## config.mk

```make
export PLATFORM = sky130hd
export DESIGN_NAME = restart_policy_backoff_supervisor
export DESIGN_NICKNAME = d
export VERILOG_FILES = /design/src/rtl/rpbs_pkg.sv /design/src/rtl/rpbs_slot_table.sv /design/src/rtl/rpbs_backoff.sv /design/src/rtl/restart_policy_backoff_supervisor.sv
export SDC_FILE = /design/constraint.sdc
export NUM_CORES = 2
export LEC_CHECK = 0
export BUFFER_PORTS_ARGS = -buffer_cell sky130_fd_sc_hd__buf_2
export CAP_MARGIN = 20
export CORE_ASPECT_RATIO = 0.9
export CORE_MARGIN = 8
export CORE_UTILIZATION = 64
export DETAILED_ROUTE_END_ITERATION = 6
export PLACE_DENSITY_LB_ADDON = 0.2
export REMOVE_ABC_BUFFERS = 1
export SYNTH_ARGS = -nofsm -noshare
export SYNTH_HDL_FRONTEND = slang
export SYNTH_HIERARCHICAL = 1
export SYNTH_SLANG_ARGS = --single-unit
```

## constraint.sdc

```tcl
create_clock -name clk -period 10 [get_ports clk]
set_input_delay 1.5 -clock clk [delete_from_list [all_inputs] [get_ports clk]]
set_output_delay 1.5 -clock clk [all_outputs]
set_load 0.1 [all_outputs]
```

## src/rtl/rpbs_pkg.sv

```systemverilog
// Shared types and constants for the restart backoff supervisor.
package rpbs_pkg;

  localparam int SLOT_COUNT = 16;
  localparam int SLOT_IDX_W = (SLOT_COUNT > 1) ? $clog2(SLOT_COUNT) : 1;

  localparam logic       ACT_ARM     = 1'b0;
  localparam logic       ACT_EXIT    = 1'b1;

  localparam logic [1:0] POL_NEVER   = 2'd0;
  localparam logic [1:0] POL_ALWAYS  = 2'd1;
  localparam logic [1:0] POL_NONZERO = 2'd2;

  localparam logic [2:0] CFG_POLICY  = 3'd0;
  localparam logic [2:0] CFG_MAX     = 3'd1;
  localparam logic [2:0] CFG_WINDOW  = 3'd2;
  localparam logic [2:0] CFG_INIT    = 3'd3;
  localparam logic [2:0] CFG_FACTOR  = 3'd4;
  localparam logic [2:0] CFG_CAP     = 3'd5;

  typedef enum logic [2:0] {
    V_IGNORED    = 3'd0,
    V_STOPPED    = 3'd1,
    V_RESTART    = 3'd2,
    V_ESCALATED  = 3'd3,
    V_SUPPRESSED = 3'd4,
    V_ARMED      = 3'd5
  } verdict_t;

  typedef enum logic [1:0] {
    S_IDLE,
    S_EVAL,
    S_BACKOFF,
    S_DONE
  } sup_state_t;

  typedef struct packed {
    logic [31:0] win_base;
    logic [7:0]  restart_cnt;
    logic [7:0]  failure_streak;
    logic        escalated;
  } slot_rec_t;

  typedef struct packed {
    logic                  en;
    logic [SLOT_IDX_W-1:0] idx;
    logic                  active;
    slot_rec_t             rec;
  } tbl_wr_t;

  typedef struct packed {
    logic       start;
    logic [7:0] streak;
  } bo_req_t;

  typedef struct packed {
    logic        done;
    logic [31:0] delay_ms;
  } bo_rsp_t;

endpackage

```

## src/rtl/rpbs_slot_table.sv

```systemverilog
// Per-slot restart records with a valid bit for each slot.
module rpbs_slot_table (
  input  logic                            clk,
  input  logic                            rst_n,
  input  logic [rpbs_pkg::SLOT_IDX_W-1:0] rd_idx,
  output logic                            rd_active,
  output rpbs_pkg::slot_rec_t             rd_rec,
  input  rpbs_pkg::tbl_wr_t               wr
);
  import rpbs_pkg::*;

  logic      active_r [SLOT_COUNT];
  slot_rec_t rec_r    [SLOT_COUNT];

  always_ff @(posedge clk) begin
    if (!rst_n) begin
      for (int i = 0; i < SLOT_COUNT; i++) begin
        active_r[i] <= 1'b0;
      end
    end else if (wr.en) begin
      active_r[wr.idx] <= wr.active;
    end
  end

  always_ff @(posedge clk) begin
    if (wr.en) begin
      rec_r[wr.idx] <= wr.rec;
    end
  end

  assign rd_active = active_r[rd_idx];
  assign rd_rec    = rec_r[rd_idx];

endmodule

```

## src/rtl/rpbs_backoff.sv

```systemverilog
// Iterative backoff delay unit: one Q8.8 multiply and cap compare per cycle.
module rpbs_backoff (
  input  logic              clk,
  input  logic              rst_n,
  input  rpbs_pkg::bo_req_t req,
  input  logic [31:0]       init_ms,
  input  logic [15:0]       factor_q8,
  input  logic [31:0]       cap_ms,
  output rpbs_pkg::bo_rsp_t rsp
);
  import rpbs_pkg::*;

  logic        busy_r, busy_nxt;
  logic        done_r, done_nxt;
  logic [7:0]  cnt_r, cnt_nxt;
  logic [7:0]  target_r, target_nxt;
  logic [47:0] d8_r, d8_nxt;
  logic [31:0] delay_r, delay_nxt;
  logic [47:0] cap8;
  logic [55:0] prod;

  assign cap8 = {8'd0, cap_ms, 8'd0};
  // Only multiplied while below the cap, so the low 40 bits hold the whole value.
  assign prod = 56'(d8_r[39:0]) * 56'(factor_q8);

  always_comb begin
    busy_nxt   = busy_r;
    done_nxt   = 1'b0;
    cnt_nxt    = cnt_r;
    target_nxt = target_r;
    d8_nxt     = d8_r;
    delay_nxt  = delay_r;
    if (req.start) begin
      busy_nxt   = 1'b1;
      cnt_nxt    = 8'd0;
      target_nxt = req.streak;
      d8_nxt     = {8'd0, init_ms, 8'd0};
    end else if (busy_r) begin
      if (d8_r >= cap8) begin
        busy_nxt  = 1'b0;
        done_nxt  = 1'b1;
        delay_nxt = cap_ms;
      end else if (cnt_r == target_r) begin
        busy_nxt  = 1'b0;
        done_nxt  = 1'b1;
        delay_nxt = d8_r[39:8];
      end else begin
        d8_nxt  = prod[55:8];
        cnt_nxt = cnt_r + 8'd1;
      end
    end
  end

  always_ff @(posedge clk) begin
    if (!rst_n) begin
      busy_r <= 1'b0;
      done_r <= 1'b0;
    end else begin
      busy_r <= busy_nxt;
      done_r <= done_nxt;
    end
  end

  always_ff @(posedge clk) begin
    cnt_r    <= cnt_nxt;
    target_r <= target_nxt;
    d8_r     <= d8_nxt;
    delay_r  <= delay_nxt;
  end

  assign rsp.done     = done_r;
  assign rsp.delay_ms = delay_r;

endmodule

```

## src/rtl/restart_policy_backoff_supervisor.sv

```systemverilog
// Restart supervisor top level: config registers, event sequencer and result register.
//
// Each arm or exit transaction is taken one at a time: the block drops in_tready
// after acceptance and raises it again once the result has moved into the output
// register, which can still be waiting on out_tready. Events that grant no restart
// skip the backoff unit. A restart runs the backoff unit, which does one 40x16 Q8.8
// multiply and cap compare per cycle through a single multiplier, multiplying once
// for each failure in the streak (fewer once the cap is reached); the streak stays
// below max_restarts.
// Configuration is taken at any cycle (cfg_ready is tied high) and is meant to be
// written while no event is in flight.
module restart_policy_backoff_supervisor (
  input  logic        clk,
  input  logic        rst_n,
  input  logic        in_tvalid,
  output logic        in_tready,
  input  logic [47:0] in_tdata,   // slot[3:0], exit_status[12:4], now_seconds[44:13], zero pad
  input  logic        in_tuser,   // action
  output logic        out_tvalid,
  input  logic        out_tready,
  output logic [39:0] out_tdata,  // delay_ms[31:0], restarts_in_window[39:32]
  output logic [2:0]  out_tuser,  // verdict
  input  logic        cfg_valid,
  output logic        cfg_ready,
  input  logic [2:0]  cfg_index,
  input  logic [31:0] cfg_data
);
  import rpbs_pkg::*;

  // configuration registers
  logic [1:0]  policy_r;
  logic [7:0]  max_r;
  logic [15:0] window_r;
  logic [31:0] init_r;
  logic [15:0] factor_r;
  logic [31:0] cap_r;

  sup_state_t state_r, state_nxt;

  logic              action_r;
  logic [3:0]        slot_r;
  logic signed [8:0] code_r;
  logic [31:0]       now_r;

  verdict_t    res_verdict_r, res_verdict_nxt;
  logic [31:0] res_delay_r, res_delay_nxt;
  logic [7:0]  res_count_r, res_count_nxt;

  logic        out_valid_r;
  verdict_t    out_verdict_r;
  logic [31:0] out_delay_r;
  logic [7:0]  out_count_r;

  logic                  accept;
  logic                  load_out;
  logic                  slot_ok;
  logic [SLOT_IDX_W-1:0] idx;
  logic                  rd_active;
  slot_rec_t             rd_rec;
  tbl_wr_t               tbl_wr;
  bo_req_t               bo_req;
  bo_rsp_t               bo_rsp;

  logic        again;
  logic        expired;
  logic [31:0] elapsed;
  slot_rec_t   upd_rec;

  assign cfg_ready = 1'b1;

  always_ff @(posedge clk) begin
    if (!rst_n) begin
      policy_r <= POL_NEVER;
      max_r    <= 8'd5;
      window_r <= 16'd60;
      init_r   <= 32'd1000;
      factor_r <= 16'd512;
      cap_r    <= 32'd60000;
    end else if (cfg_valid) begin
      case (cfg_index)
        CFG_POLICY: policy_r <= cfg_data[1:0];
        CFG_MAX:    max_r    <= cfg_data[7:0];
        CFG_WINDOW: window_r <= cfg_data[15:0];
        CFG_INIT:   init_r   <= cfg_data;
        CFG_FACTOR: factor_r <= cfg_data[15:0];
        CFG_CAP:    cap_r    <= cfg_data;
        default: ;
      endcase
    end
  end

  assign idx     = SLOT_IDX_W'(slot_r);
  assign slot_ok = 32'(slot_r) < SLOT_COUNT;

  rpbs_slot_table u_table (
    .clk       (clk),
    .rst_n     (rst_n),
    .rd_idx    (idx),
    .rd_active (rd_active),
    .rd_rec    (rd_rec),
    .wr        (tbl_wr)
  );

  rpbs_backoff u_backoff (
    .clk       (clk),
    .rst_n     (rst_n),
    .req       (bo_req),
    .init_ms   (init_r),
    .factor_q8 (factor_r),
    .cap_ms    (cap_r),
    .rsp       (bo_rsp)
  );

  // next state
  always_comb begin
    state_nxt = state_r;
    case (state_r)
      S_IDLE: begin
        if (in_tvalid) state_nxt = S_EVAL;
      end
      S_EVAL: begin
        if (bo_req.start) state_nxt = S_BACKOFF;
        else              state_nxt = S_DONE;
      end
      S_BACKOFF: begin
        if (bo_rsp.done) state_nxt = S_DONE;
      end
      S_DONE: begin
        if (!out_valid_r || out_tready) state_nxt = S_IDLE;
      end
      default: state_nxt = S_IDLE;
    endcase
  end

  // handshake outputs
  always_comb begin
    in_tready = (state_r == S_IDLE);
    load_out  = (state_r == S_DONE) && (!out_valid_r || out_tready);
  end
  assign accept = in_tvalid && in_tready;

  // event evaluation against the slot record
  assign again   = (policy_r == POL_ALWAYS) || ((policy_r == POL_NONZERO) && (code_r != '0));
  assign elapsed = now_r - rd_rec.win_base;
  assign expired = elapsed >= {16'd0, window_r};

  always_comb begin
    upd_rec.win_base       = expired ? now_r : rd_rec.win_base;
    upd_rec.restart_cnt    = expired ? 8'd0 : rd_rec.restart_cnt;
    upd_rec.failure_streak = expired ? 8'd0 : rd_rec.failure_streak;
    upd_rec.escalated      = rd_rec.escalated;
  end

  always_comb begin
    tbl_wr          = '0;
    tbl_wr.idx      = idx;
    tbl_wr.rec      = upd_rec;
    bo_req          = '0;
    res_verdict_nxt = res_verdict_r;
    res_delay_nxt   = res_delay_r;
    res_count_nxt   = res_count_r;
    if (state_r == S_EVAL) begin
      res_verdict_nxt = V_IGNORED;
      res_delay_nxt   = 32'd0;
      res_count_nxt   = 8'd0;
      if (slot_ok) begin
        if (action_r == ACT_ARM) begin
          if (policy_r != POL_NEVER) begin
            res_verdict_nxt = V_ARMED;
            if (!rd_active) begin
              // open a fresh window
              tbl_wr.en  = 1'b1;
              tbl_wr.active = 1'b1;
              tbl_wr.rec = '{win_base: now_r, restart_cnt: 8'd0,
                             failure_streak: 8'd0, escalated: 1'b0};
            end else begin
              res_count_nxt = rd_rec.restart_cnt;
            end
          end else if (rd_active) begin
            res_count_nxt = rd_rec.restart_cnt;
          end
        end else if (rd_active) begin
          tbl_wr.en = 1'b1;
          if (!again) begin
            tbl_wr.active   = 1'b0;
            res_verdict_nxt = V_STOPPED;
          end else begin
            tbl_wr.active = 1'b1;
            res_count_nxt = upd_rec.restart_cnt;
            if (upd_rec.restart_cnt >= max_r) begin
              tbl_wr.rec.escalated = 1'b1;
              res_verdict_nxt = upd_rec.escalated ? V_SUPPRESSED : V_ESCALATED;
            end else begin
              bo_req.start  = 1'b1;
              bo_req.streak = upd_rec.failure_streak;
              if (upd_rec.restart_cnt != 8'hFF) begin
                tbl_wr.rec.restart_cnt = upd_rec.restart_cnt + 8'd1;
                res_count_nxt          = upd_rec.restart_cnt + 8'd1;
              end
              if (upd_rec.failure_streak != 8'hFF) begin
                tbl_wr.rec.failure_streak = upd_rec.failure_streak + 8'd1;
              end
              res_verdict_nxt = V_RESTART;
            end
          end
        end
      end
    end else if ((state_r == S_BACKOFF) && bo_rsp.done) begin
      res_delay_nxt = bo_rsp.delay_ms;
    end
  end

  always_ff @(posedge clk) begin
    if (!rst_n) begin
      state_r     <= S_IDLE;
      out_valid_r <= 1'b0;
    end else begin
      state_r <= state_nxt;
      if (load_out)        out_valid_r <= 1'b1;
      else if (out_tready) out_valid_r <= 1'b0;
    end
  end

  always_ff @(posedge clk) begin
    if (accept) begin
      action_r <= in_tuser;
      slot_r   <= in_tdata[3:0];
      code_r   <= in_tdata[12:4];
      now_r    <= in_tdata[44:13];
    end
    res_verdict_r <= res_verdict_nxt;
    res_delay_r   <= res_delay_nxt;
    res_count_r   <= res_count_nxt;
    if (load_out) begin
      out_verdict_r <= res_verdict_r;
      out_delay_r   <= res_delay_r;
      out_count_r   <= res_count_r;
    end
  end

  assign out_tvalid = out_valid_r;
  assign out_tuser  = out_verdict_r;
  assign out_tdata  = {out_count_r, out_delay_r};

endmodule

```

---- Word-level counts from Yosys, hierarchy flattened ----
Memory sizes are Yosys's and may differ from the RTL's. A register that Yosys moved wholly into a read port is not among the register bits.
Cells that the tools add are included.
storage, ports and cells
  logic and storage cells ................. 156
  bits in read-only memories .............. 0
  input port bits ......................... 89
  bits in latches ......................... 0
  output and inout bits ................... 46
  memories kept ........................... 2
  flip-flop bits (word level) ............. 339
  RAM bits ................................ 800
memory list
  name              depth  width  rd ports  clocked after Yosys merged registers in  write ports  RTL line               RTL
  u_table.rec_r     16     49     1         1                                        1            rpbs_slot_table.sv:13  slot_rec_t rec_r [SLOT_COUNT];
  u_table.active_r  16     1      1         1                                        16           rpbs_slot_table.sv:12  logic active_r [SLOT_COUNT];
operators by class
  $mul .................................... 1
  equality and inequality tests ........... 18
  reduce and logical (&&, ||, !) cells .... 27
  bitwise logic cells ..................... 9
  shifts and indexed selects .............. 0
  div/mod/pow operators ................... 0
  mux-type cells .......................... 67
  order comparisons ....................... 3
  $add $sub $neg .......................... 4
operators by type and width
  kind                 count
  $mux 40              4
  $mux 50              3
  $mux 32              4
  $mux 8               9
  $mul 40x16->56       1
  $mux 17              3
  $ge 48x40->1         1
  $mux 9               5
  $ge 32x16->1         1
  $sub 32x32->32       1
  $mux 1               25
  $add 8x1->8 const B  3
  $mux 3               6
  $mux 16              1
  $ne 8x8->1 const B   2
  $mux 4               3
  $reduce_and 2->1     6
  $reduce_and 3->1     4
  $not 1->1            9
  $reduce_bool 9->1    1
  $eq 8x8->1           1
  $ge 8x8->1           1
  $ne 2x2->1 const B   4
  $pmux 2 s4           1
  16 further kinds     30

---- Longest topological paths before layout ----
  word-level depth ........................ 11
  mapped depth ............................ 39
  mapped depth without buffers ............ 33

---- By module ----
The synthesis kept the hierarchy.
by module, submodules not included
  module                             seq. area each (µm²)  instances  cells each  area an instance (µm²)
  rpbs_slot_table                    23862.9               1          1288        29965.0
  rpbs_backoff                       2682.6                1          2786        24713.7
  restart_policy_backoff_supervisor  5825.6                1          1387        12280.5

---- Least setup slack after synthesis ----
No wires, ideal clock.
  path kind ............................... reg-to-reg
  start ................................... register, netlist name idx[0]
  end ..................................... register u_backoff.delay_r[0] (enable)
  library setup time ...................... 0.433 ns
  cell stages (with the launch flop) ...... 37
  data arrival time ....................... 8.762 ns
  path slack .............................. 0.805 ns
  path buffers ............................ 5
  path through ............................ edfxtp_1 > buf_2 > buf_2 > mux4_2 > a22oi_1 > nand2_1 > ha_1 > nand2b_1 > a21o_1 > a31o_2 > o31ai_4 > nor2_1 > xnor2_1 > ha_1 > a21oi_1 > o221ai_1 > nor4_1 > o211ai_1 > nor4_1 > nand4b_1 > or4_4 > nor4b_4 > buf_2 > nand2_1 > ha_1 > nand2b_1 > a21oi_1 > nor2b_1 > o21ai_0 > a21o_1 > a21oi_1 > nor2_1 > clkbuf_1 > clkbuf_1 > clkinv_1 > nand2_1 > a21oi_1
RTL lines
  item                  RTL line            RTL
  end signal, assigned  rpbs_backoff.sv:68  delay_r <= delay_nxt;
  end, declared         rpbs_backoff.sv:18  logic [31:0] delay_r, delay_nxt;

==> qor.yml <==
status: "finished clean"
async_reset_ff_share_pct: 0
r2r_start: "idx[3]$_DFFE_PP_"
rsz0062_at_grt: "false"
synth_seq_cells: 1139
insertion_delay_ps: 730
cts_tree: "yes"
cts_resized: 0
initial_core_util_pct: 64.6
syn_area_mm2: 0.0670
wl_per_cell_um: 24.0
numCtsBuffers: 110
critical_path.startpoint: "idx[3]$_DFFE_PP_"
yosys.area.top_type_share_pct: 42.9
coreArea_mm2: 0.104
io_pins: 135
synth_flop_cell: "edfxtp_1"
fin_crit_sh_pct: 94.0
route.detailed.drc: 0
hold_start: "res_delay_r[15]$_SDFFE_PN0P_"
hold_depth: 0
clockBufferDepth: 3
clkTransAtPathRegs_ps: 70
period_minus_slack_ps: 9400
die_w_um: 357
synthTopCellsByArea: "edfxtp_1, fa_1, mux4_2"
hold_violations: 0
grtUsageTotal_pct: 29.4
antenna_cells: 0
htreeDepth: 3
tightest_slew_ps: 1110
final_area_mm2: 0.0727
rows: 112
pwr-share-comb_pct: 33.4
vias: 43100
timing.fmax_mhz: 106
regToRegSetupSlack_ps: 600
drive_above_1_share_pct: 12.4
p_sw_uw: 5010
drtAntennaViolNets: 0
seqPwrFrac_pct: 38.0
dp_hpwl_um: 109000
cellPowerDensity_mw_per_mm2: 199
grt_pass1_vias: 44600
fp.dieH_um: 323
fin_nets: 6352
end_kind: "register"
clockPowerShare_pct: 28.6
ys_seq_area_share_pct: 48.3
syn_inst: 5461
hold_ws_ps: 415
min_path_type: "register to register"
drv_cap: 0
critPathMaxStageDelay_ps: 910
gp_congestion: 0.926
rr_worst_depth: 34
crit_arrival_ps: 9700
synth_largest_area_cell: "edfxtp_1"
ys_warn_count: 6
synth.distinct_cells: 96
routed_via_density: 6.18
cts.sinks: 1139
area_growth_pct: 8.64
cp.required_ps: 10310
postCtsSetupBuffers: 0
fin_util_pct: 70.1
antenna_found_initial: 5
die-area_mm2: 0.115
r2r-end: "u_backoff/delay_r[8]$_DFFE_PP_"
crit_fanout: 33
critPathLaunchType: "register"
slew_headroom_pct: 25.7
first_pass_iters: 6
holdPathEnd: "out_delay_r[15]$_DFFE_PP_"
critical_path_class: "register to register"
ir_worst_vdd_mv: 0.184
skew_ps: 70.3
wl_um: 167000
critPathSlowestCell: "and2_2"
placedInstanceArea_mm2: 0.0691
gr-total-overflow: 0
grt_pass1_wl_um: 260000
io_buffer_count: 130
leakagePower_uw: 0.0274
timing.final.max_slew_violations: 0
synth_enable_flop_cells: 956
setup_viol_count_final: 0
first_iter_violations: 4072
grt_max_degree: 93
intPower_uw: 9460
syn_avg_cell_area_um2: 12.3
switching_share_pct: 34.6
cts_root_buf: "clkbuf_16"
cts_hold_buffers: 0
[how the worst max path moves through the flow]
stage	endpoint	slack (ps)	cells past startpoint
floorplan	u_backoff/d8_r[10]$_DFFE_PP_	-9110	31
global placement	u_backoff/d8_r[35]$_DFFE_PP_	850	34
detailed placement	u_backoff/d8_r[35]$_DFFE_PP_	730	34
CTS	u_backoff/d8_r[35]$_DFFE_PP_	630	35
global route	u_backoff/d8_r[35]$_DFFE_PP_	40	35
finish	u_backoff/delay_r[8]$_DFFE_PP_	600	34
[worst max-delay path: cells and delay by family (launching register included)]
kind                     cells  cell delay (ps)
AND/OR/NAND/NOR             13             3390
flip-flops                   1              660
AO/OA/AOI/OAI               13             2560
buffers and inverters        4             1180
adder cells (fa/ha/maj)      3              970
XOR/XNOR                     1              150
[kinds of logic after synthesis]
kind of cell	synth area share, %
DFF	48.3
adders and majority gates	19.9
other	0.00560
buffers and inverters	5.71
xor gates and xnor gates	1.03
AOI/OAI and AO/OA	7.43
and+or+nand+nor	10.6
muxes	6.97
[cells in the mapped netlist (19+ instances only)]
cell	instances
nand3_1	55
nor3_1	29
nand2_1	958
a21boi_0	88
xor2_1	29
clkbuf_1	237
nor2_1	110
and3_1	25
edfxtp_1	956
nand4_1	37
o21ai_0	130
inv_1	688
o31ai_1	24
a22oi_1	101
o22ai_1	24
mux4_2	200
a21o_1	48
o21a_1	19
a21oi_1	151
buf_2	33
xnor2_1	50
fa_1	530
ha_1	219
and2_1	239
dfxtp_1	183
[registers in the layout (all words and copies together) (netlist names), 2 cells and up]
register            cells
code_r                  9
state_r                 2
policy_r                2
res_delay_r            32
max_r                   8
res_count_r             8
cap_r                  32
u_backoff/target_r      8
res_verdict_r           3
u_table/rec_r         784
now_r                  32
out_count_r             8
factor_r               16
window_r               16
u_backoff/d8_r         48
init_r                 32
u_backoff/cnt_r         8
u_table/active_r       16
idx                     4
out_tuser               3
u_backoff/delay_r      32
out_delay_r            32
[per-layer routing]
| metal | GRT usage (%) | vias to the layer above | wire (um) |
|---|---|---|---|
| met1 | 39.3 | 21700 | 64700 |
| met4 | 11.2 | 6 | 6480 |
| li1 | - | 18800 | - |
| met5 | 0 | - | 34 |
| met2 | 47.9 | 2156 | 80300 |
| met3 | 6.20 | 419 | 15900 |
[through the flow]
step | worst slack [ps] | instances | setup TNS, ps | total power (uW)
final | 604 | 6972 | 0 | 14500
after global routing | 43.0 | 6972 | 0 | 15200
after CTS | 628 | 6970 | 0 | 14500
after detailed placement | 728 | 6768 | 0 | 10300
after global placement | 848 | 6767 | 0 | 10300
after floorplan | -9110 | 5160 | -7032200 | 9150
[placed cells by master, fill, tap and decap left out, types with 29 or more instances in the layout]
cell / netlist / final
nand2_1: 958 / 958
xor2_1: 29 / 29
a21o_1: 48 / 48
a22oi_1: 101 / 101
clkbuf_16: 0 / 110
nor2_1: 110 / 92
a21oi_1: 151 / 150
nand3_1: 55 / 55
buf_2: 33 / 129
buf_4: 11 / 110
edfxtp_1: 956 / 956
a21boi_0: 88 / 88
nand4_1: 37 / 37
ha_1: 219 / 218
xnor2_1: 50 / 50
mux4_2: 200 / 200
o21ai_0: 130 / 130
inv_1: 688 / 688
fa_1: 530 / 530
nor3_1: 29 / 29
and2_1: 239 / 237
dfxtp_1: 183 / 177
[power by group through the flow]
| stage | Clock [uW] | Sequential (uW) | Combinational (uW) |
|---|---|---|---|
| detailed placement | 0 | 5600 | 4730 |
| floorplan | 0 | 5840 | 3310 |
| finish | 4130 | 5500 | 4840 |
| global route | 4370 | 5510 | 5300 |
| CTS | 4180 | 5500 | 4800 |
| global placement | 0 | 5590 | 4690 |
[area by class of cell]
type	count	area [um2]
Sequential cell	1139	32400
Fill cell	7162	31000
Multi-Input combinational cell	3332	31000
Clock buffer	138	2880
Inverter	689	2590
Tap cell	1368	1710
Timing Repair Buffer	242	1530
Clock inverter	64	701
Note: power is estimated with default switching activity, not from simulation.
